$ cat src/sv/ffe_pkg.sv
// ----------------------------------------------------------------------------
// ffe_pkg
// Shared types and constants of the form field extractor: the configuration
// register indexes and the command that the parser hands to the emitter.
// ----------------------------------------------------------------------------
package ffe_pkg;

  localparam int unsigned CFG_IDX_W  = 2;
  localparam int unsigned CFG_DATA_W = 64;

  localparam logic [CFG_IDX_W-1:0] CFG_KEY_LENGTH    = 2'd0;
  localparam logic [CFG_IDX_W-1:0] CFG_KEY_CHARS     = 2'd1;
  localparam logic [CFG_IDX_W-1:0] CFG_MAX_VALUE_LEN = 2'd2;

  // One parsed body byte: up to two decoded bytes and an optional done marker
  typedef struct packed {
    logic [7:0] byte0;
    logic [7:0] byte1;
    logic [1:0] n_bytes;
    logic       done;
    logic       found;
  } cmd_t;

  // Number of results a command expands into
  function automatic logic [1:0] cmd_len(cmd_t c);
    return c.n_bytes + {1'b0, c.done};
  endfunction

endpackage

$ cat src/sv/ffe_body_if.sv
// ----------------------------------------------------------------------------
// ffe_body_if
// Valid/ready channel carrying raw form body bytes with a last-byte mark.
// ----------------------------------------------------------------------------
interface ffe_body_if;
  logic       valid;
  logic       ready;
  logic [7:0] body_byte;
  logic       body_last;

  modport source (output valid, output body_byte, output body_last, input ready);
  modport sink   (input valid, input body_byte, input body_last, output ready);
endinterface

$ cat src/sv/ffe_value_if.sv
// ----------------------------------------------------------------------------
// ffe_value_if
// Valid/ready channel carrying decoded value bytes and the end-of-body result.
// ----------------------------------------------------------------------------
interface ffe_value_if;
  logic       valid;
  logic       ready;
  logic [7:0] value_byte;
  logic       value_done;
  logic       key_found;

  modport source (output valid, output value_byte, output value_done,
                  output key_found, input ready);
  modport sink   (input valid, input value_byte, input value_done,
                  input key_found, output ready);
endinterface

$ cat src/sv/ffe_front.sv
// ----------------------------------------------------------------------------
// ffe_front
// Parser: holds the configuration, matches the key, URL-decodes the value and
// turns each accepted body byte that yields value bytes or ends the body into one command for the emitter.
// ----------------------------------------------------------------------------
module ffe_front #(
  parameter int unsigned KEY_BYTES = 8,
  parameter int unsigned MAX_VALUE = 511
) (
  input  logic                           clk_i,
  input  logic                           rst_ni,
  input  logic                           cfg_we_i,
  input  logic [ffe_pkg::CFG_IDX_W-1:0]  cfg_idx_i,
  input  logic [ffe_pkg::CFG_DATA_W-1:0] cfg_data_i,
  ffe_body_if.sink                       body_i,
  input  logic                           fifo_full_i,
  output logic                           push_o,
  output ffe_pkg::cmd_t                  cmd_o
);

  localparam int unsigned KPW = $clog2(KEY_BYTES + 1);
  localparam int unsigned CW  = $clog2(MAX_VALUE + 1);
  localparam int unsigned LW  = (CW > 9) ? CW : 9;

  localparam logic [7:0] CH_PCT  = 8'h25;
  localparam logic [7:0] CH_PLUS = 8'h2B;
  localparam logic [7:0] CH_EQ   = 8'h3D;
  localparam logic [7:0] CH_AMP  = 8'h26;
  localparam logic [7:0] CH_SP   = 8'h20;

  typedef enum logic [2:0] {
    PH_MATCH,
    PH_SKIP,
    PH_VALUE,
    PH_HEX1,
    PH_HEX2,
    PH_DONE
  } phase_e;

  // {valid, nibble}
  function automatic logic [4:0] hex_digit(logic [7:0] c);
    logic [4:0] r;
    r = '0;
    if (c >= 8'h30 && c <= 8'h39)      r = {1'b1, 4'(c - 8'h30)};
    else if (c >= 8'h61 && c <= 8'h66) r = {1'b1, 4'(c - 8'h57)};
    else if (c >= 8'h41 && c <= 8'h46) r = {1'b1, 4'(c - 8'h37)};
    return r;
  endfunction

  function automatic logic [7:0] plain(logic [7:0] c);
    return (c == CH_PLUS) ? CH_SP : c;
  endfunction

  logic [3:0]  key_len_q;
  logic [63:0] key_chars_q;
  logic [8:0]  max_len_q;

  phase_e         phase_q, phase_d;
  logic [KPW-1:0] kpos_q, kpos_d;
  logic [CW-1:0]  cnt_q, cnt_d;
  logic [7:0]     pend_q, pend_d;
  logic           seen_q, seen_d;

  logic          accept;
  logic [7:0]    b;
  logic          last;
  logic [3:0]    klen;
  logic [LW-1:0] lim;
  logic [LW:0]   cnt_inc;
  logic [7:0]    key_byte;
  logic [4:0]    hi, lo;
  logic [7:0]    decoded;
  logic          close;
  logic [1:0]    nb;
  logic [7:0]    b0, b1;

  assign b      = body_i.body_byte;
  assign last   = body_i.body_last;
  assign body_i.ready = !fifo_full_i;
  assign accept = body_i.valid && !fifo_full_i;

  assign klen     = (key_len_q > 4'(KEY_BYTES)) ? 4'(KEY_BYTES) : key_len_q;
  assign lim      = (LW'(max_len_q) < LW'(MAX_VALUE)) ? LW'(max_len_q) : LW'(MAX_VALUE);
  assign cnt_inc  = (LW + 1)'(cnt_q) + 1'b1;
  assign key_byte = key_chars_q[{3'(kpos_q), 3'b000} +: 8];
  assign hi       = hex_digit(pend_q);
  assign lo       = hex_digit(b);
  assign decoded  = (hi[4] && lo[4]) ? {hi[3:0], lo[3:0]} : 8'h00;

  always_comb begin
    phase_d = phase_q;
    kpos_d  = kpos_q;
    cnt_d   = cnt_q;
    pend_d  = pend_q;
    seen_d  = seen_q;
    close   = 1'b0;
    nb      = 2'd0;
    b0      = 8'h00;
    b1      = 8'h00;

    unique case (phase_q)
      PH_MATCH: begin
        if (b == CH_AMP) begin
          kpos_d = '0;
        end else if (4'(kpos_q) < klen) begin
          if (b == key_byte) kpos_d = kpos_q + 1'b1;
          else               phase_d = PH_SKIP;
        end else if (b == CH_EQ) begin
          seen_d  = 1'b1;
          cnt_d   = '0;
          phase_d = (lim == '0) ? PH_DONE : PH_VALUE;
        end else begin
          phase_d = PH_SKIP;
        end
      end
      PH_SKIP: begin
        if (b == CH_AMP) begin
          kpos_d  = '0;
          phase_d = PH_MATCH;
        end
      end
      PH_VALUE, PH_HEX1, PH_HEX2: begin
        if (b == CH_AMP) begin
          close = 1'b1;
        end else begin
          cnt_d = CW'(cnt_inc);
          if (phase_q == PH_VALUE) begin
            if (b == CH_PCT) begin
              phase_d = PH_HEX1;
            end else begin
              nb = 2'd1;
              b0 = plain(b);
            end
          end else if (phase_q == PH_HEX1) begin
            pend_d  = b;
            phase_d = PH_HEX2;
          end else begin
            nb      = 2'd1;
            b0      = decoded;
            phase_d = PH_VALUE;
          end
          if (cnt_inc >= (LW + 1)'(lim)) close = 1'b1;
        end
      end
      PH_DONE: ;
      default: ;
    endcase

    if (last && (phase_d == PH_VALUE || phase_d == PH_HEX1 || phase_d == PH_HEX2)) begin
      close = 1'b1;
    end

    // A cut-off escape goes out literally; no byte was emitted on this step then
    if (close) begin
      if (phase_d == PH_HEX1) begin
        nb = 2'd1;
        b0 = CH_PCT;
      end else if (phase_d == PH_HEX2) begin
        nb = 2'd2;
        b0 = CH_PCT;
        b1 = plain(pend_d);
      end
      phase_d = PH_DONE;
    end

    cmd_o.byte0   = b0;
    cmd_o.byte1   = b1;
    cmd_o.n_bytes = nb;
    cmd_o.done    = last;
    cmd_o.found   = seen_d;

    if (last) begin
      phase_d = PH_MATCH;
      kpos_d  = '0;
      cnt_d   = '0;
      pend_d  = 8'h00;
      seen_d  = 1'b0;
    end
  end

  assign push_o = accept && (nb != 2'd0 || last);

  always_ff @(posedge clk_i or negedge rst_ni) begin
    if (!rst_ni) begin
      key_len_q   <= 4'd4;
      key_chars_q <= '0;
      max_len_q   <= 9'd63;
      phase_q     <= PH_MATCH;
      kpos_q      <= '0;
      cnt_q       <= '0;
      pend_q      <= 8'h00;
      seen_q      <= 1'b0;
    end else begin
      if (cfg_we_i) begin
        unique case (cfg_idx_i)
          ffe_pkg::CFG_KEY_LENGTH:    key_len_q   <= cfg_data_i[3:0];
          ffe_pkg::CFG_KEY_CHARS:     key_chars_q <= cfg_data_i;
          ffe_pkg::CFG_MAX_VALUE_LEN: max_len_q   <= cfg_data_i[8:0];
          default: ;
        endcase
      end
      if (accept) begin
        phase_q <= phase_d;
        kpos_q  <= kpos_d;
        cnt_q   <= cnt_d;
        pend_q  <= pend_d;
        seen_q  <= seen_d;
      end
    end
  end

  assert property (@(posedge clk_i) disable iff (!rst_ni)
    32'(kpos_q) <= KEY_BYTES)
    else $error("key position beyond key storage");

  assert property (@(posedge clk_i) disable iff (!rst_ni)
    (accept && last) |=> (phase_q == PH_MATCH && !seen_q && kpos_q == '0))
    else $error("parser not cleared after end of body");

  assert property (@(posedge clk_i) disable iff (!rst_ni)
    (phase_q == PH_HEX2 || phase_q == PH_VALUE || phase_q == PH_HEX1) |-> seen_q)
    else $error("decoding a value without a key match");

endmodule

$ cat src/sv/ffe_cmd_fifo.sv
// ----------------------------------------------------------------------------
// ffe_cmd_fifo
// Four-entry command queue between the parser and the emitter.
// ----------------------------------------------------------------------------
module ffe_cmd_fifo (
  input  logic          clk_i,
  input  logic          rst_ni,
  input  logic          push_i,
  input  ffe_pkg::cmd_t cmd_i,
  input  logic          pop_i,
  output ffe_pkg::cmd_t head_o,
  output logic          empty_o,
  output logic          full_o
);

  localparam int unsigned DEPTH = 4;
  localparam int unsigned PW    = $clog2(DEPTH);

  ffe_pkg::cmd_t  mem_q [DEPTH];
  logic [PW-1:0]  wr_q, rd_q;
  logic [PW:0]    count_q;

  assign empty_o = (count_q == '0);
  assign full_o  = (count_q == (PW + 1)'(DEPTH));
  assign head_o  = mem_q[rd_q];

  always_ff @(posedge clk_i) begin
    if (push_i) mem_q[wr_q] <= cmd_i;
  end

  always_ff @(posedge clk_i or negedge rst_ni) begin
    if (!rst_ni) begin
      wr_q    <= '0;
      rd_q    <= '0;
      count_q <= '0;
    end else begin
      if (push_i) wr_q <= wr_q + 1'b1;
      if (pop_i)  rd_q <= rd_q + 1'b1;
      unique case ({push_i, pop_i})
        2'b10:   count_q <= count_q + 1'b1;
        2'b01:   count_q <= count_q - 1'b1;
        default: ;
      endcase
    end
  end

  assert property (@(posedge clk_i) disable iff (!rst_ni) !(push_i && full_o))
    else $error("push into full command queue");

  assert property (@(posedge clk_i) disable iff (!rst_ni) !(pop_i && empty_o))
    else $error("pop from empty command queue");

  assert property (@(posedge clk_i) disable iff (!rst_ni)
    count_q == {1'b0, wr_q - rd_q} || (count_q == (PW + 1)'(DEPTH) && wr_q == rd_q))
    else $error("queue count out of step with pointers");

endmodule

$ cat src/sv/ffe_back.sv
// ----------------------------------------------------------------------------
// ffe_back
// Emitter: expands each queued command into its results, one per cycle while
// value_o is not held off, through a registered output stage.
// ----------------------------------------------------------------------------
module ffe_back (
  input  logic          clk_i,
  input  logic          rst_ni,
  input  ffe_pkg::cmd_t head_i,
  input  logic          empty_i,
  output logic          pop_o,
  ffe_value_if.source   value_o
);

  logic       valid_q;
  logic [7:0] byte_q;
  logic       done_q, found_q;
  logic [1:0] step_q;

  logic       load, take, is_byte;
  logic [1:0] len;
  logic [7:0] sel_byte;

  assign len      = ffe_pkg::cmd_len(head_i);
  assign load     = !valid_q || value_o.ready;
  assign take     = load && !empty_i;
  assign is_byte  = step_q < head_i.n_bytes;
  assign sel_byte = (step_q == 2'd0) ? head_i.byte0 : head_i.byte1;
  assign pop_o    = take && (step_q + 2'd1 == len);

  assign value_o.valid      = valid_q;
  assign value_o.value_byte = byte_q;
  assign value_o.value_done = done_q;
  assign value_o.key_found  = found_q;

  // Payload registers need no reset
  always_ff @(posedge clk_i) begin
    if (take) begin
      byte_q  <= is_byte ? sel_byte : 8'h00;
      done_q  <= !is_byte;
      found_q <= is_byte ? 1'b0 : head_i.found;
    end
  end

  always_ff @(posedge clk_i or negedge rst_ni) begin
    if (!rst_ni) begin
      valid_q <= 1'b0;
      step_q  <= 2'd0;
    end else begin
      if (take) begin
        valid_q <= 1'b1;
        step_q  <= pop_o ? 2'd0 : step_q + 2'd1;
      end else if (value_o.ready) begin
        valid_q <= 1'b0;
      end
    end
  end

  assert property (@(posedge clk_i) disable iff (!rst_ni)
    !empty_i |-> (step_q < len))
    else $error("emitter step beyond command length");

  assert property (@(posedge clk_i) disable iff (!rst_ni)
    (valid_q && done_q) |-> (byte_q == 8'h00))
    else $error("done result carries a data byte");

  assert property (@(posedge clk_i) disable iff (!rst_ni)
    (valid_q && !done_q) |-> !found_q)
    else $error("found flag set on a value byte");

endmodule

$ cat src/sv/form_field_extract_url_decode.sv
// ----------------------------------------------------------------------------
// form_field_extract_url_decode
// Extracts and URL-decodes the value of one configured key from a
// form-encoded body.
// ----------------------------------------------------------------------------
// Usage: body bytes enter on body_i (valid/ready), body_last on the final
// byte. Decoded value bytes leave on value_o; every body closes with one
// transfer carrying value_done = 1 and key_found. Configuration (key length,
// key characters, value length limit) is written through cfg_we_i/cfg_idx_i/
// cfg_data_i while the block is idle.
// Throughput: one body byte per cycle. The parser stalls only when the
// four-entry command queue is full, which happens when value_o is held off
// or when a byte expands to more than one result (a cut-off escape at the
// end of a value followed by the done transfer gives up to three), since the
// emitter sends one result per cycle.
// Path: a result reaches value_o from its accepted byte through the queue
// write, then the output register.
// Reset: configuration returns to key length 4, key all zero, limit 63; the
// parser waits for the start of a body; queue and output are empty.
// ----------------------------------------------------------------------------
module form_field_extract_url_decode #(
  parameter int unsigned KEY_BYTES = 8,
  parameter int unsigned MAX_VALUE = 511
) (
  input  logic                           clk_i,
  input  logic                           rst_ni,
  input  logic                           cfg_we_i,
  input  logic [ffe_pkg::CFG_IDX_W-1:0]  cfg_idx_i,
  input  logic [ffe_pkg::CFG_DATA_W-1:0] cfg_data_i,
  ffe_body_if.sink                       body_i,
  ffe_value_if.source                    value_o
);

  ffe_pkg::cmd_t cmd, head;
  logic          push, pop, empty, full;

  ffe_front #(
    .KEY_BYTES (KEY_BYTES),
    .MAX_VALUE (MAX_VALUE)
  ) u_front (
    .clk_i       (clk_i),
    .rst_ni      (rst_ni),
    .cfg_we_i    (cfg_we_i),
    .cfg_idx_i   (cfg_idx_i),
    .cfg_data_i  (cfg_data_i),
    .body_i      (body_i),
    .fifo_full_i (full),
    .push_o      (push),
    .cmd_o       (cmd)
  );

  ffe_cmd_fifo u_fifo (
    .clk_i   (clk_i),
    .rst_ni  (rst_ni),
    .push_i  (push),
    .cmd_i   (cmd),
    .pop_i   (pop),
    .head_o  (head),
    .empty_o (empty),
    .full_o  (full)
  );

  ffe_back u_back (
    .clk_i   (clk_i),
    .rst_ni  (rst_ni),
    .head_i  (head),
    .empty_i (empty),
    .pop_o   (pop),
    .value_o (value_o)
  );

endmodule
$ cat src/flat_wrapper.sv
// flat-port wrapper written by rule: the top's interface ports become plain ports
module form_field_extract_url_decode_flat 
#(
  parameter int unsigned KEY_BYTES = 8,
  parameter int unsigned MAX_VALUE = 511
)
  (clk_i, rst_ni, cfg_we_i, cfg_idx_i, cfg_data_i, body_i_valid, body_i_body_byte, body_i_body_last, body_i_ready, value_o_valid, value_o_value_byte, value_o_value_done, value_o_key_found, value_o_ready);
  ffe_body_if body_i_i ();
  ffe_value_if value_o_i ();
  input  logic clk_i;
  input  logic rst_ni;
  input  logic cfg_we_i;
  input  logic [ffe_pkg::CFG_IDX_W-1:0] cfg_idx_i;
  input  logic [ffe_pkg::CFG_DATA_W-1:0] cfg_data_i;
  input wire logic [$bits(body_i_i.valid)-1:0] body_i_valid;
  input wire logic [$bits(body_i_i.body_byte)-1:0] body_i_body_byte;
  input wire logic [$bits(body_i_i.body_last)-1:0] body_i_body_last;
  output wire logic [$bits(body_i_i.ready)-1:0] body_i_ready;
  output wire logic [$bits(value_o_i.valid)-1:0] value_o_valid;
  output wire logic [$bits(value_o_i.value_byte)-1:0] value_o_value_byte;
  output wire logic [$bits(value_o_i.value_done)-1:0] value_o_value_done;
  output wire logic [$bits(value_o_i.key_found)-1:0] value_o_key_found;
  input wire logic [$bits(value_o_i.ready)-1:0] value_o_ready;
  assign body_i_i.valid = body_i_valid;
  assign body_i_i.body_byte = body_i_body_byte;
  assign body_i_i.body_last = body_i_body_last;
  assign body_i_ready = body_i_i.ready;
  assign value_o_valid = value_o_i.valid;
  assign value_o_value_byte = value_o_i.value_byte;
  assign value_o_value_done = value_o_i.value_done;
  assign value_o_key_found = value_o_i.key_found;
  assign value_o_i.ready = value_o_ready;
  form_field_extract_url_decode #(.KEY_BYTES(KEY_BYTES), .MAX_VALUE(MAX_VALUE)) u_core (.clk_i(clk_i), .rst_ni(rst_ni), .cfg_we_i(cfg_we_i), .cfg_idx_i(cfg_idx_i), .cfg_data_i(cfg_data_i), .body_i(body_i_i), .value_o(value_o_i));
endmodule
$ cat config.mk
export PLATFORM = sky130hd
export DESIGN_NAME = form_field_extract_url_decode_flat
export DESIGN_NICKNAME = d
export VERILOG_FILES = /design/src/sv/ffe_pkg.sv /design/src/sv/ffe_body_if.sv /design/src/sv/ffe_value_if.sv /design/src/sv/ffe_front.sv /design/src/sv/ffe_cmd_fifo.sv /design/src/sv/ffe_back.sv /design/src/sv/form_field_extract_url_decode.sv /design/src/flat_wrapper.sv
export SDC_FILE = /design/constraint.sdc
export NUM_CORES = 1
export LEC_CHECK = 0
export BUFFER_PORTS_ARGS = -buffer_cell sky130_fd_sc_hd__buf_2
export CORE_ASPECT_RATIO = 0.7
export CORE_UTILIZATION = 25
export DETAILED_ROUTE_END_ITERATION = 7
export PLACE_DENSITY_LB_ADDON = 0.25
export SLEW_MARGIN = 20
export SYNTH_ARGS = -nofsm -noshare
export SYNTH_HDL_FRONTEND = slang
export SYNTH_SLANG_ARGS = --single-unit
$ cat constraint.sdc
create_clock -name clk_i -period 5 [get_ports clk_i]
set_clock_uncertainty 0.15 [all_clocks]
set_input_delay 1 -clock clk_i [delete_from_list [all_inputs] [get_ports clk_i]]
set_output_delay 1 -clock clk_i [all_outputs]
set_load 0.1 [all_outputs]
== Word-level counts from Yosys, hierarchy flattened ==
Memories as Yosys holds them, arrays and structs flattened.
Index checks and enable logic that the tools add are counted.

* Register bits: 122
* Bits in writable memories: 80
* Bits of input ports: 80
* Output and inout bits: 12
* Memories kept: 1

* $add $sub $neg: 14
* Order comparisons: 17
* Eq/ne operators: 26
* Shift operators: 1
* Mux-type cells: 76
* Reduce and logical (&&, ||, !) cells: 36

{| class="wikitable"
|+ Memories
! name !! depth !! width !! read ports !! clocked after memory_dff !! wr ports !! line !! RTL
|-
| u_core.u_fifo.mem_q || 4 || 20 || 1 || 0 || 1 || ffe_cmd_fifo.sv:19 || <nowiki>ffe_pkg::cmd_t mem_q [DEPTH];</nowiki>
|}

{| class="wikitable"
|+ Operators by type and width
! operator !! count
|-
| $mux W8 || 20
|-
| $shiftx A64 B7 Y8 || 1
|-
| $mux W9 || 6
|-
| $eq A8 B6 Y1 const B || 5
|-
| $mux W3 || 12
|-
| $ge A8 B7 Y1 const B || 4
|-
| $le A8 B7 Y1 const B || 4
|-
| $mux W5 || 6
|-
| $mux W4 || 6
|-
| $pmux W9 S2 || 1
|-
| $ge A8 B6 Y1 const B || 2
|-
| $le A8 B6 Y1 const B || 2
|-
| $sub A4 B3 Y4 const B || 4
|-
| $mux W1 || 15
|-
| $ne A3 B3 Y1 const B || 5
|-
| $mux W2 || 7
|-
| $eq A3 B2 Y1 const B || 4
|-
| $logic_and A1 B1 Y1 || 12
|-
| $add A9 B1 Y10 const B || 1
|-
| $ge A10 B9 Y1 || 1
|-
| $eq A3 B3 Y1 const B || 3
|-
| $logic_not A9 Y1 || 1
|-
| $lt A9 B9 Y1 const B || 1
|-
| $pmux W3 S3 || 1
|-
| 27 further kinds || 46
|}

== Logic depth before layout (Yosys ltp) ==
Gate-level depths: netlist of run 1.

* Depth after elaboration: 19
* Mapped depth: 17

== Hierarchy ==
From an unflattened synthesis of run 1, not the netlist that was laid out.

* Cell total of the unflattened synthesis: 760
* Area, all modules: 10,004.6 um^2

{| class="wikitable"
|+ Modules (own cells, without submodules)
! module !! times used !! cells an instance !! area an instance (um^2) !! seq. area each (um^2)
|-
| ffe_front || 1 || 566 || 6,048.3 || 2,561.2
|-
| ffe_cmd_fifo || 1 || 141 || 3,286.9 || 2,577.5
|-
| ffe_back || 1 || 53 || 669.4 || 375.4
|}

== Least setup slack after synthesis of run 1 ==
Ideal clock, no wire load.

* Kind: input -> register
* Start: in body_i_body_byte[4]
* End: mem u_core.u_fifo.mem_q[0][0] in the netlist's numbering (enable)
* Setup time: 0.427 ns
* Arrival time: 4.281 ns
* Data required time: 4.423 ns
* Setup slack: 0.142 ns
* Stages on the path: 10
* Path buffers: 2
* Cell sequence: clkbuf_1 or4b_1 nor3_2 nand2_1 buf_2 nor3_1 a21oi_2 inv_2 a21boi_1 nor3b_1

* Word-level cells in the longest chain between the ends: 16
* Elaborated cells between the ends (all ways): 34

{| class="wikitable"
|+ RTL lines
! item !! line !! RTL
|-
| from (decl) || flat_wrapper.sv:16 || <nowiki>input wire logic [$bits(body_i_i.body_byte)-1:0] body_i_body_byte;</nowiki>
|-
| $eq A8 B6 Y1 (tied with other cells) || ffe_front.sv:128 || <nowiki>if (b == CH_PCT) begin</nowiki>
|-
| $mux W3 (on tied branches) || ffe_front.sv:128, ffe_front.sv:106, ffe_front.sv:108 ||
|-
| $mux W3 (on tied branches) || ffe_front.sv:127, ffe_front.sv:105 ||
|-
| $mux W3 (on tied branches) || ffe_front.sv:123, ffe_front.sv:103 ||
|-
| $pmux W3 S3 || ffe_front.sv:101 || <nowiki>unique case (phase_q)</nowiki>
|-
| $eq A3 B2 Y1 (on tied branches) || ffe_front.sv:149, ffe_front.sv:155 ||
|-
| $logic_or A1 B1 Y1 (2 in series) || ffe_front.sv:149 || <nowiki>if (last && (phase_d == PH_VALUE || phase_d == PH_HEX1 || phase_d == PH_HEX2)) begin</nowiki>
|-
| $logic_and A1 B1 Y1 || ffe_front.sv:149 ||
|-
| $mux W1 || ffe_front.sv:149 ||
|-
| $mux W2 (*) || ffe_front.sv:154 || <nowiki>if (close) begin</nowiki>
|-
| $reduce_bool A2 Y1 (*) || ffe_front.sv:181 || <nowiki>assign push_o = accept && (nb != 2'd0 || last);</nowiki>
|-
| $logic_or A1 B1 Y1 (*) || ffe_front.sv:181 ||
|-
| $logic_and A1 B1 Y1 (*) || ffe_front.sv:181 ||
|-
| $mux W1 (*) || ffe_cmd_fifo.sv:28 || <nowiki>if (push_i) mem_q[wr_q] <= cmd_i;</nowiki>
|-
| $mux W1 (not written as such) (*) || ffe_cmd_fifo.sv:28 ||
|-
| to (decl) || ffe_cmd_fifo.sv:19 ||
|}

Mark *: on every way between the ends. The rest lies on a longest branch, timed or not.

== Worst setup path after layout of run 1 ==
* Start: in body_i_body_byte[4]
* End: reg u_core.u_fifo.count_q[2]

* Word-level cells in the longest chain between the ends: 16
* Elaborated cells between the ends (all ways): 36

{| class="wikitable"
|+ RTL lines
! item !! line !! RTL
|-
| $eq A8 B6 Y1 (tied with other cells) || ffe_front.sv:128 ||
|-
| $mux W3 (on tied branches) || ffe_front.sv:128, ffe_front.sv:106, ffe_front.sv:108 ||
|-
| $mux W3 (on tied branches) || ffe_front.sv:127, ffe_front.sv:105 ||
|-
| $mux W3 (on tied branches) || ffe_front.sv:123, ffe_front.sv:103 ||
|-
| $pmux W3 S3 || ffe_front.sv:101 ||
|-
| $eq A3 B2 Y1 (on tied branches) || ffe_front.sv:149, ffe_front.sv:155 ||
|-
| $logic_or A1 B1 Y1 (2 in series) || ffe_front.sv:149 ||
|-
| $logic_and A1 B1 Y1 || ffe_front.sv:149 ||
|-
| $mux W1 || ffe_front.sv:149 ||
|-
| $mux W2 (*) || ffe_front.sv:154 ||
|-
| $reduce_bool A2 Y1 (*) || ffe_front.sv:181 ||
|-
| $logic_or A1 B1 Y1 (*) || ffe_front.sv:181 ||
|-
| $logic_and A1 B1 Y1 (*) || ffe_front.sv:181 ||
|-
| $eq A2 B1 Y1 or $eq A2 B2 Y1 (tied branches) || ffe_cmd_fifo.sv:39 || <nowiki>unique case ({push_i, pop_i})</nowiki>
|-
| $pmux W3 S2 or $reduce_bool A2 Y1 (tied branches) || - ||
|-
| to (signal assigned) || ffe_cmd_fifo.sv:40 || <nowiki>2'b10: count_q <= count_q + 1'b1;</nowiki>
|-
| to (signal assigned) || ffe_cmd_fifo.sv:41 || <nowiki>2'b01: count_q <= count_q - 1'b1;</nowiki>
|-
| to (decl) || ffe_cmd_fifo.sv:21 || <nowiki>logic [PW:0] count_q;</nowiki>
|}

Marked as above.
A chain may end at the register's enable or synchronous reset.

==> results of run 1 <==
## logic make-up (layout without fill, tap and decap cells)
group | Yosys count | after routing
AOI/OAI and AO/OA | 115 | 115
xor gates and xnor gates | 25 | 25
adders and majority gates | 30 | 30
buffers and inverters | 73 | 181
DFF | 202 | 202
muxes | 134 | 134
other | 0 | 4
and+or+nand+nor | 192 | 192
## layer usage
metal / share of wire [%] / vias up
met5: 0.053 / -
met4: 1.6 / 2
met3: 5.5 / 29
met2: 41 / 128
met1: 51 / 3166
li1: - / 3047
## report_power, final
group	internal, mW	switching, mW	leakage, nW
combinational	0.759	1.16	2.10
clock	1.01	0.678	0.368
sequential	2.08	0.200	2.22
## placed cells by master (no fill, tap or decap), drive strengths merged, types with 28 or more instances in the layout
master and instances:
a21oi 29, ha 29, o21ai 35, nor2 42, mux2 79, nand3 28
edfxtp 90, buf 109, inv 31, nand2 56, dfrtp 105, mux4 32
## layout make-up
class | instances | share of cell area (%)
flip-flops and latches | 202 | 46.68
multi-input cells | 496 | 35.35
well taps | 527 | 5.583
clock buffers | 27 | 5.085
repair buffers | 109 | 5.021
clock inverters | 14 | 1.208
inverters | 31 | 0.9852
diodes | 4 | 0.08475
## path summary, 6_finish.rpt
check                      depth (start not counted)                             end                            from  slack [ns]
min in group asynchronous                          1     u_core.u_front.max_len_q[6]                          rst_ni        0.46
hold / removal                                     1  u_core.u_front.key_chars_q[55]  u_core.u_front.key_chars_q[55]        0.35
setup reg to reg                                  17        u_core.u_fifo.count_q[2]         u_core.u_front.cnt_q[0]        1.16
max in group asynchronous                          2  u_core.u_front.key_chars_q[36]                          rst_ni        3.33
setup / recovery                                  14        u_core.u_fifo.count_q[2]             body_i_body_byte[4]        1.06
hold reg to reg                                    1  u_core.u_front.key_chars_q[55]  u_core.u_front.key_chars_q[55]        0.35
## worst register-to-register path: cells and delay by family (launching register included)
kind                     cells  cell delay (ns)
flip-flops                   1             0.43
buffers and inverters        1             0.06
XOR/XNOR                     3             0.53
AND/OR/NAND/NOR              6             0.83
adder cells (fa/ha/maj)      4             1.12
AO/OA/AOI/OAI                3             0.65
## per-stage QoR
step	setup WS (ns)	cell area (um^2)	std cells	total power [mW]
floorplan	0.1423	9975	771	3.792
global placement	0.6306	11060	1365	4.258
detailed placement	0.5793	11060	1365	4.278
CTS	1.132	11800	1406	6.000
global route	0.8001	11800	1407	6.256
finish	1.061	11810	1410	5.886
## registers in the layout (all words and copies together), names as in the netlist
signal and flops:
u_core.u_fifo.rd_q 2, u_core.u_back.value_o.valid 1, u_core.u_fifo.wr_q 2, u_core.u_fifo.count_q 3, u_core.u_front.seen_q 1, u_core.u_back.value_o.value_byte 8
u_core.u_fifo.mem_q 80, u_core.u_front.kpos_q 4, u_core.u_back.step_q 2, u_core.u_front.cnt_q 9, u_core.u_front.pend_q 8, u_core.u_back.value_o.key_found 1
u_core.u_front.phase_q 3, u_core.u_back.value_o.value_done 1, u_core.u_front.key_chars_q 64, u_core.u_front.key_len_q 4, u_core.u_front.max_len_q 9
==> reports/qor.yml, run 1 <==
first_iter_violations: 399
synth_ff_type: "dfrtp_1"
grt_use_met2_pct: 17.99
synth-seq-cells: 202
grt_use_total_pct: 12.66
cts_tree: "built"
via_per_inst: 4.519
layout-drive-gt1-share_pct: 31.40
finish.net_count: 973
vias: 6372
muxShareOfSynthArea_pct: 18.45
crit_required_ns: 5.29
wirelength_mm: 24.56
setup_tns_ns: 0
multi_input_area_mm2: 0.004175
status: "complete, no violations"
initial_core_util_pct: 25.65
maxCapViolCount: 0
synth_nets: 881
slew_violations: 0
antenna_found_initial: 3
crit_slowest_cell: "or4b_1"
ir_drop_mv: 0.2293
start_kind: "input port"
synth_area_mm2: 0.009975
use_met1_pct: 19.26
p_leak_nw: 4.681
synth-xor-area-share_pct: 2.195
ys_seq_area_share_pct: 55.28
worstSkewPairLatency_ns: 0.52
dpl.hpwl_mm: 17.45
synth_largest_area_cell: "edfxtp_1"
synth-compound-area-share_pct: 7.489
path_buf_inv: 2
rsz0062_at_grt: "no"
area_delta_synth_final_pct: 18.41
ys_top_cells_by_count: "dfrtp_1, edfxtp_1, mux2_2"
ys_async_sr_fraction_pct: 55.45
h-tree-depth: 1
slew_headroom_pct: 31.78
grt_pass1_vias: 6577
grt_start_max_net_pins: 72
min_period_ns: 3.939
detail-route-antenna-nets: 0
die_w_um: 240.7
synth_most_common_cell: "dfrtp_1"
die_y_um: 169.1
cts_root_buf: "clkbuf_16"
fillerInstances: 4000
crit_path_max_fanout: 8
hold_violations: 0
postSynthCellCount: 771
grt.overflow.total: 0
dr.pass1.iters: 5
arrival_ns: 4.22
whs_ns: 0.3496
synth_simple_gate_area_share_pct: 9.684
hp-class: "reg -> reg"
die_area_mm2: 0.04071
synth_top_area_share_pct: 27.09
cts.path.max_buffers: 3
cts_hold_buffers: 0
place_congestion: 0.7938
cp_cell_sequence: "buf_2 -> or4b_1 -> nor3_2 -> and2_1 -> o21ai_0 -> a21oi_1 -> a21boi_1 -> nand2b_1 -> ha_1 -> inv_1 -> fa_1 -> xor2_1 -> nor2_1 -> xor2_1"
finalCritPeriodShare_pct: 78.78
max_freq_mhz: 253.9
crit_family: "simple AND/OR/NAND/NOR gates"
numCtsBuffers: 23
crit_type: "in -> reg"
yosysUniqueCellTypes: 66
use_met3_pct: 3.115
drcViolationCount: 0
cts_resized: 0
synthAdderAreaFrac_pct: 3.838
path_common_cell: "xor2_1"
clk_pin_slew_worst_paths_ns: 0.06
routedWlPerCell_um: 17.42
io_pins: 92
synth_top_family_by_area: "multiplexers"
port_buffers: 91
yosys_warnings: 0
fin_util_pct: 30.37
synth_edf_count: 90
clock-sinks: 202
setup-violations-final: 0
critPathCaptureType: "register"
grt_pass1_wl_mm: 39.72
worst_pin_slew_ns: 1.023
avgSynthCellArea_um2: 12.94
rows: 60
synth_top_cells_by_area: "edfxtp_1, dfrtp_1, mux2_2"
seq_area_mm2: 0.005514
p_per_area_mw_per_mm2: 498.3
core_mm2: 0.03889
cts_setup_buffers: 0
slowest_delay_ns: 0.63
grt_busiest_layer: "met1"
Power figures use the tool's default switching activity.
==> run 2, diff against run 1 <==
==> constraint.sdc (replaced) <==
create_clock -name clk_i -period 3.65 [get_ports clk_i]
set_clock_uncertainty 0.15 [all_clocks]
set_input_delay 0.73 -clock clk_i [delete_from_list [all_inputs] [get_ports clk_i]]
set_output_delay 0.73 -clock clk_i [all_outputs]
set_load 0.1 [all_outputs]
==> run 2 against run 1 <==
Effect of this change:
- worst hold slack got worse by 0.23 ns
- total power rose by 37%
- critical endpoint unchanged
- flip-flop and latch count did not move
- largest power group unchanged
- clock power rose by 30%
- global-route usage rose by 0.071 points
- non-clock buffer count rose by 31
- critical path type is now reg -> reg
- utilization rose by 0.93 points
- final cell count rose by 1.8%
- setup slack got worse by 0.84 ns
- count of clock-buffer cells in the layout rose by 2
- combinational power rose by 42%
==> reports/qor.yml, run 2 (same netlist as run 1, synthesis figures left out) <==
place_area_mm2: 0.01142
vias: 6481
dp_slack_ns: -0.07888
crit_path_max_fanout: 4
reg2reg_to: "u_core.u_fifo.count_q[2]"
min_period_ns: 3.430
start_kind: "register"
largest-register: "u_core.u_fifo.mem_q"
use_met3_pct: 2.626
layout_common_cells: "dfrtp_1, buf_2, edfxtp_1"
clk_pin_slew_worst_paths_ns: 0.06
rows: 60
fin_cells: 1436
reg_top3: "u_core.u_fifo.mem_q: 80 flops, u_core.u_front.key_chars_q: 64 flops"
grt_busiest_layer: "met1"
n_antenna_cell: 0
r2r.worst_path.cells: 17
port_buffers: 91
grt_use_total_pct: 12.73
status: "complete, no violations"
cts_tree: "built"
switchingPower_mw: 2.802
dp.cells: 1393
p_clk_share_pct: 27.3
design_area_mm2: 0.01217
initial_core_util_pct: 25.65
r2r_slack_ns: 0.22
setup_slack_ns: 0.2202
layout_commonest_cell: "dfrtp_1"
arrival_ns: 3.72
setup_tns_ns: 0
grt_use_met2_pct: 18.03
place_congestion: 0.7991
p_comb_share_pct: 33.8
max_freq_mhz: 291.6
finalCritPeriodShare_pct: 93.97
fin_util_pct: 31.31
area_delta_synth_final_pct: 22.05
worstSkewPairLatency_ns: 0.51
ir_drop_mv: 0.2750
die_area_mm2: 0.04071
use_met1_pct: 19.75
crit_required_ns: 3.94
dr.pass1.iters: 5
drcViolationCount: 0
grt_pass1_vias: 6616
wirelength_mm: 24.94
cts.path.max_buffers: 3
clock-sinks: 202
first_iter_violations: 376
grt_pass1_wl_mm: 40.06
grt_start_max_net_pins: 52
routedWlPerCell_um: 17.37
core_mm2: 0.03889
antenna_found_initial: 1
critPathCaptureType: "register"
p_per_area_mw_per_mm2: 662.4
numCtsBuffers: 23
worstReg2RegStart: "u_core.u_front.cnt_q[1]"
slew_violations: 0
p_leak_nw: 4.882
layout-drive-gt1-share_pct: 34.65
dpl.hpwl_mm: 17.95
hold_violations: 0
h-tree-depth: 1
slew_headroom_pct: 42.14
swShare_pct: 34.75
cts_root_buf: "clkbuf_16"
die_y_um: 169.1
io_pins: 92
p_int_mw: 5.262
maxCapViolCount: 0
seqPwrFrac_pct: 38.9
worst_pin_slew_ns: 0.8678
hp-class: "in -> async"
via_per_inst: 4.513
largest_reg_flops: 80
setup-violations-final: 0
finish.net_count: 1004
crit_type: "reg -> reg"
die_w_um: 240.7
grt.overflow.total: 0
detail-route-antenna-nets: 0
[run 2: changes by cell type in the layout (fill, tap and decap cells not counted), sizes merged]
cell,delta
buf,+31
bufinv,-1
clkbuf,+2
clkinv,-2
diode,-4
[run 2: routing by layer]
metal,up-vias,routed length (um)
li1,3089,-
met1,3258,13130
met2,106,10310
met3,28,1091
met4,0,401
met5,-,0
[run 2: worst max path at each step]
stage                                      endpoint                     from  depth (start not counted)  slack (ns)
after floorplan           u_core.u_fifo.mem_q[0][0]      body_i_body_byte[4]                         10       -0.18
after global placement     u_core.u_fifo.count_q[2]      body_i_body_byte[5]                         14       -0.05
after detailed placement   u_core.u_fifo.count_q[2]      body_i_body_byte[5]                         17       -0.08
after CTS                  u_core.u_fifo.count_q[2]  u_core.u_front.cnt_q[0]                         17        0.09
after global routing       u_core.u_fifo.count_q[2]  u_core.u_front.cnt_q[1]                         17       -0.04
final                      u_core.u_fifo.count_q[2]  u_core.u_front.cnt_q[1]                         17        0.22
[run 2: critical path, stage by stage, from the launching register on]
cell and delay [ns]:
dfrtp_1 0.39, ha_1 0.19, nand3_1 0.13, nor2_2 0.18, nand3_2 0.11, xnor2_2 0.16
ha_1 0.32, a21oi_1 0.14, nand3_1 0.12, a31o_4 0.25, a21boi_4 0.15, nand2b_4 0.15
ha_4 0.13, inv_1 0.05, fa_2 0.33, xor2_1 0.14, nor2_1 0.12, xor2_1 0.14
[run 2: area by class of cell]
| cell class | instances | area, um^2 |
|---|---|---|
| inverter | 31 | 116.4 |
| multi-input combinational | 496 | 4258 |
| clock inverter | 11 | 101.3 |
| timing repair buffer | 140 | 925.9 |
| sequential | 202 | 5515 |
| tap | 527 | 659.4 |
| clock buffer | 29 | 598.1 |
| fill | 3947 | 26710 |
[run 2: through the flow]
stage	hold WS [ns]	power, mW
CTS	0.1374	8.218
detailed placement	0.3363	5.965
global placement	0.3342	5.941
global route	0.1585	8.581
floorplan	0.2844	5.233
finish	0.1158	8.064
[run 2: what timing repair did]
action | in CTS | in global routing
resized for setup | 0 | 6
setup buffers | 0 | 3
hold buffers | 0 | 0
hold endpoints to repair | 0 | 0
setup endpoints to repair | 0 | 2
[run 2: power groups by stage]
stage,combinational [mW],sequential [mW],clock (mW)
floorplan,1.75,3.48,0
global placement,2.77,3.17,0
detailed placement,2.79,3.18,0
CTS,2.79,3.14,2.29
global route,3.00,3.20,2.39
finish,2.73,3.14,2.20
==> run 3, diff against run 2 <==
--- a/config.mk
+++ b/config.mk
@@ -7,7 +7,9 @@
 export LEC_CHECK = 0
 export BUFFER_PORTS_ARGS = -buffer_cell sky130_fd_sc_hd__buf_2
 export CORE_ASPECT_RATIO = 0.7
+export CORE_MARGIN = 2
 export CORE_UTILIZATION = 25
+export CTS_CLUSTER_DIAMETER = 200
 export DETAILED_ROUTE_END_ITERATION = 7
 export PLACE_DENSITY_LB_ADDON = 0.25
 export SLEW_MARGIN = 20
==> run 3 against run 2 <==
Effect of this change:
- clock power grew 5%
- sequential power is essentially flat
- wire length decreased by 0.99%
- first-iteration DRC count up 9.8%
- non-clock buffer count is 3 lower
- final cell count increased by 0.35%
- final area rose by 0.32%
- combinational power is essentially flat
- setup slack better by 0.029 ns
- worst hold slack got worse by 0.020 ns
- count of clock-buffer cells in the layout down 4
- critical path depth unchanged
- critical path type unchanged
- critical endpoint unchanged
- largest cell class unchanged
- highest routed layer unchanged
==> reports/qor.yml, run 3 (same netlist as run 1, synthesis figures left out) <==
grt_start_max_net_pins: 65
slew_violations: 0
worstSkewPairLatency_ns: 0.51
setup-violations-final: 0
wirelength_mm: 24.69
grt_use_total_pct: 12.16
reg2reg_to: "u_core.u_fifo.count_q[2]"
die_w_um: 242.7
dr.pass1.iters: 4
n_antenna_cell: 0
die_y_um: 171.1
r2r.worst_path.cells: 17
crit_required_ns: 3.93
start_kind: "register"
max_freq_mhz: 294.1
cts_root_buf: "clkbuf_16"
area_delta_synth_final_pct: 22.44
numCtsBuffers: 23
initial_core_util_pct: 25.23
core_mm2: 0.03954
via_per_inst: 4.454
hold_violations: 0
routedWlPerCell_um: 17.13
finish.net_count: 1001
reg_top3: "u_core.u_fifo.mem_q: 80 flops, u_core.u_front.key_chars_q: 64 flops"
whs_ns: 0.09536
r2r_slack_ns: 0.25
crit_path_max_fanout: 6
p_per_area_mw_per_mm2: 668.7
h-tree-depth: 1
design_area_mm2: 0.01221
worstReg2RegStart: "u_core.u_front.cnt_q[0]"
detail-route-antenna-nets: 0
crit_type: "reg -> reg"
vias: 6418
layout-drive-gt1-share_pct: 35.10
worst_pin_slew_ns: 0.8070
layout_common_cells: "dfrtp_1, buf_2, edfxtp_1"
dpl.hpwl_mm: 17.70
status: "complete, no violations"
clock-sinks: 202
place_congestion: 0.7990
rows: 61
fin_util_pct: 30.89
grt_pass1_wl_mm: 39.21
grt.overflow.total: 0
finalPower_mw: 8.167
grt_pass1_vias: 6486
p_leak_nw: 4.874
drcViolationCount: 0
cts.path.max_buffers: 3
cts_setup_buffers: 0
fin_cells: 1441
die_area_mm2: 0.04154
io_pins: 92
dp.cells: 1401
finalCritPeriodShare_pct: 93.17
port_buffers: 91
cts_hold_buffers: 0
cts_tree: "built"
fillerInstances: 4068
slew_headroom_pct: 46.07
antenna_found_initial: 0
layout_commonest_cell: "dfrtp_1"
first_iter_violations: 413
largest-register: "u_core.u_fifo.mem_q"
maxCapViolCount: 0
clk_pin_slew_worst_paths_ns: 0.06
cts_resized: 0
hp-class: "in -> async"
critPathCaptureType: "register"
largest_reg_flops: 80
min_period_ns: 3.401
place_area_mm2: 0.01143
ir_drop_mv: 0.2406
arrival_ns: 3.68
## run 3: layout make-up
type / instances / area [um^2] / share of cell area, %
sequential: 202 / 5515 / 45.16
tap: 535 / 669.4 / 5.481
multi-input combinational: 496 / 4267 / 34.93
timing repair buffer: 137 / 903.4 / 7.397
clock buffer: 25 / 583.1 / 4.774
clock inverter: 15 / 158.9 / 1.301
inverter: 31 / 116.4 / 0.9528
## run 3: worst max-delay path, stage by stage, from the launching register on
cell	delay, ns
dfrtp_2	0.40
ha_1	0.22
nand3_2	0.13
nor2_4	0.14
nand3_2	0.11
xnor2_2	0.16
ha_1	0.32
a21oi_1	0.14
nand3_1	0.10
a31o_2	0.25
a21boi_4	0.15
nand2b_4	0.15
ha_4	0.13
inv_1	0.05
fa_2	0.33
xor2_1	0.14
nor2_1	0.12
xor2_1	0.15
## run 3: metal layers
metal  part of all wire [%]  track usage [%]
met2                     42            17.49
met1                     52            18.56
met4                    1.4            2.027
met3                    5.2            2.871
met5                      0                0
## run 3: worst max-delay path by stage
stage	end	cells past startpoint	startpoint
final	u_core.u_fifo.count_q[2]	17	u_core.u_front.cnt_q[0]
after global placement	u_core.u_fifo.count_q[2]	14	body_i_body_byte[5]
after floorplan	u_core.u_fifo.mem_q[0][0]	10	body_i_body_byte[4]
after detailed placement	u_core.u_fifo.count_q[2]	14	body_i_body_byte[6]
after CTS	u_core.u_fifo.count_q[2]	17	u_core.u_front.cnt_q[0]
after global routing	u_core.u_fifo.count_q[2]	16	u_core.u_front.cnt_q[4]
## run 3: metrics by stage
stage	worst slack [ns]	TNS, ns
after detailed placement	-0.04341	-0.04341
final	0.2492	0
after global placement	-0.002339	-0.002339
after floorplan	-0.1843	-14.84
after global routing	-0.01517	-0.01517
after CTS	0.1365	0
## run 3: report_power, final
group | internal [mW] | switching (mW) | leakage, nW
Sequential | 2.84 | 0.299 | 2.22
Clock | 1.37 | 0.935 | 0.361
Combinational | 1.13 | 1.59 | 2.30
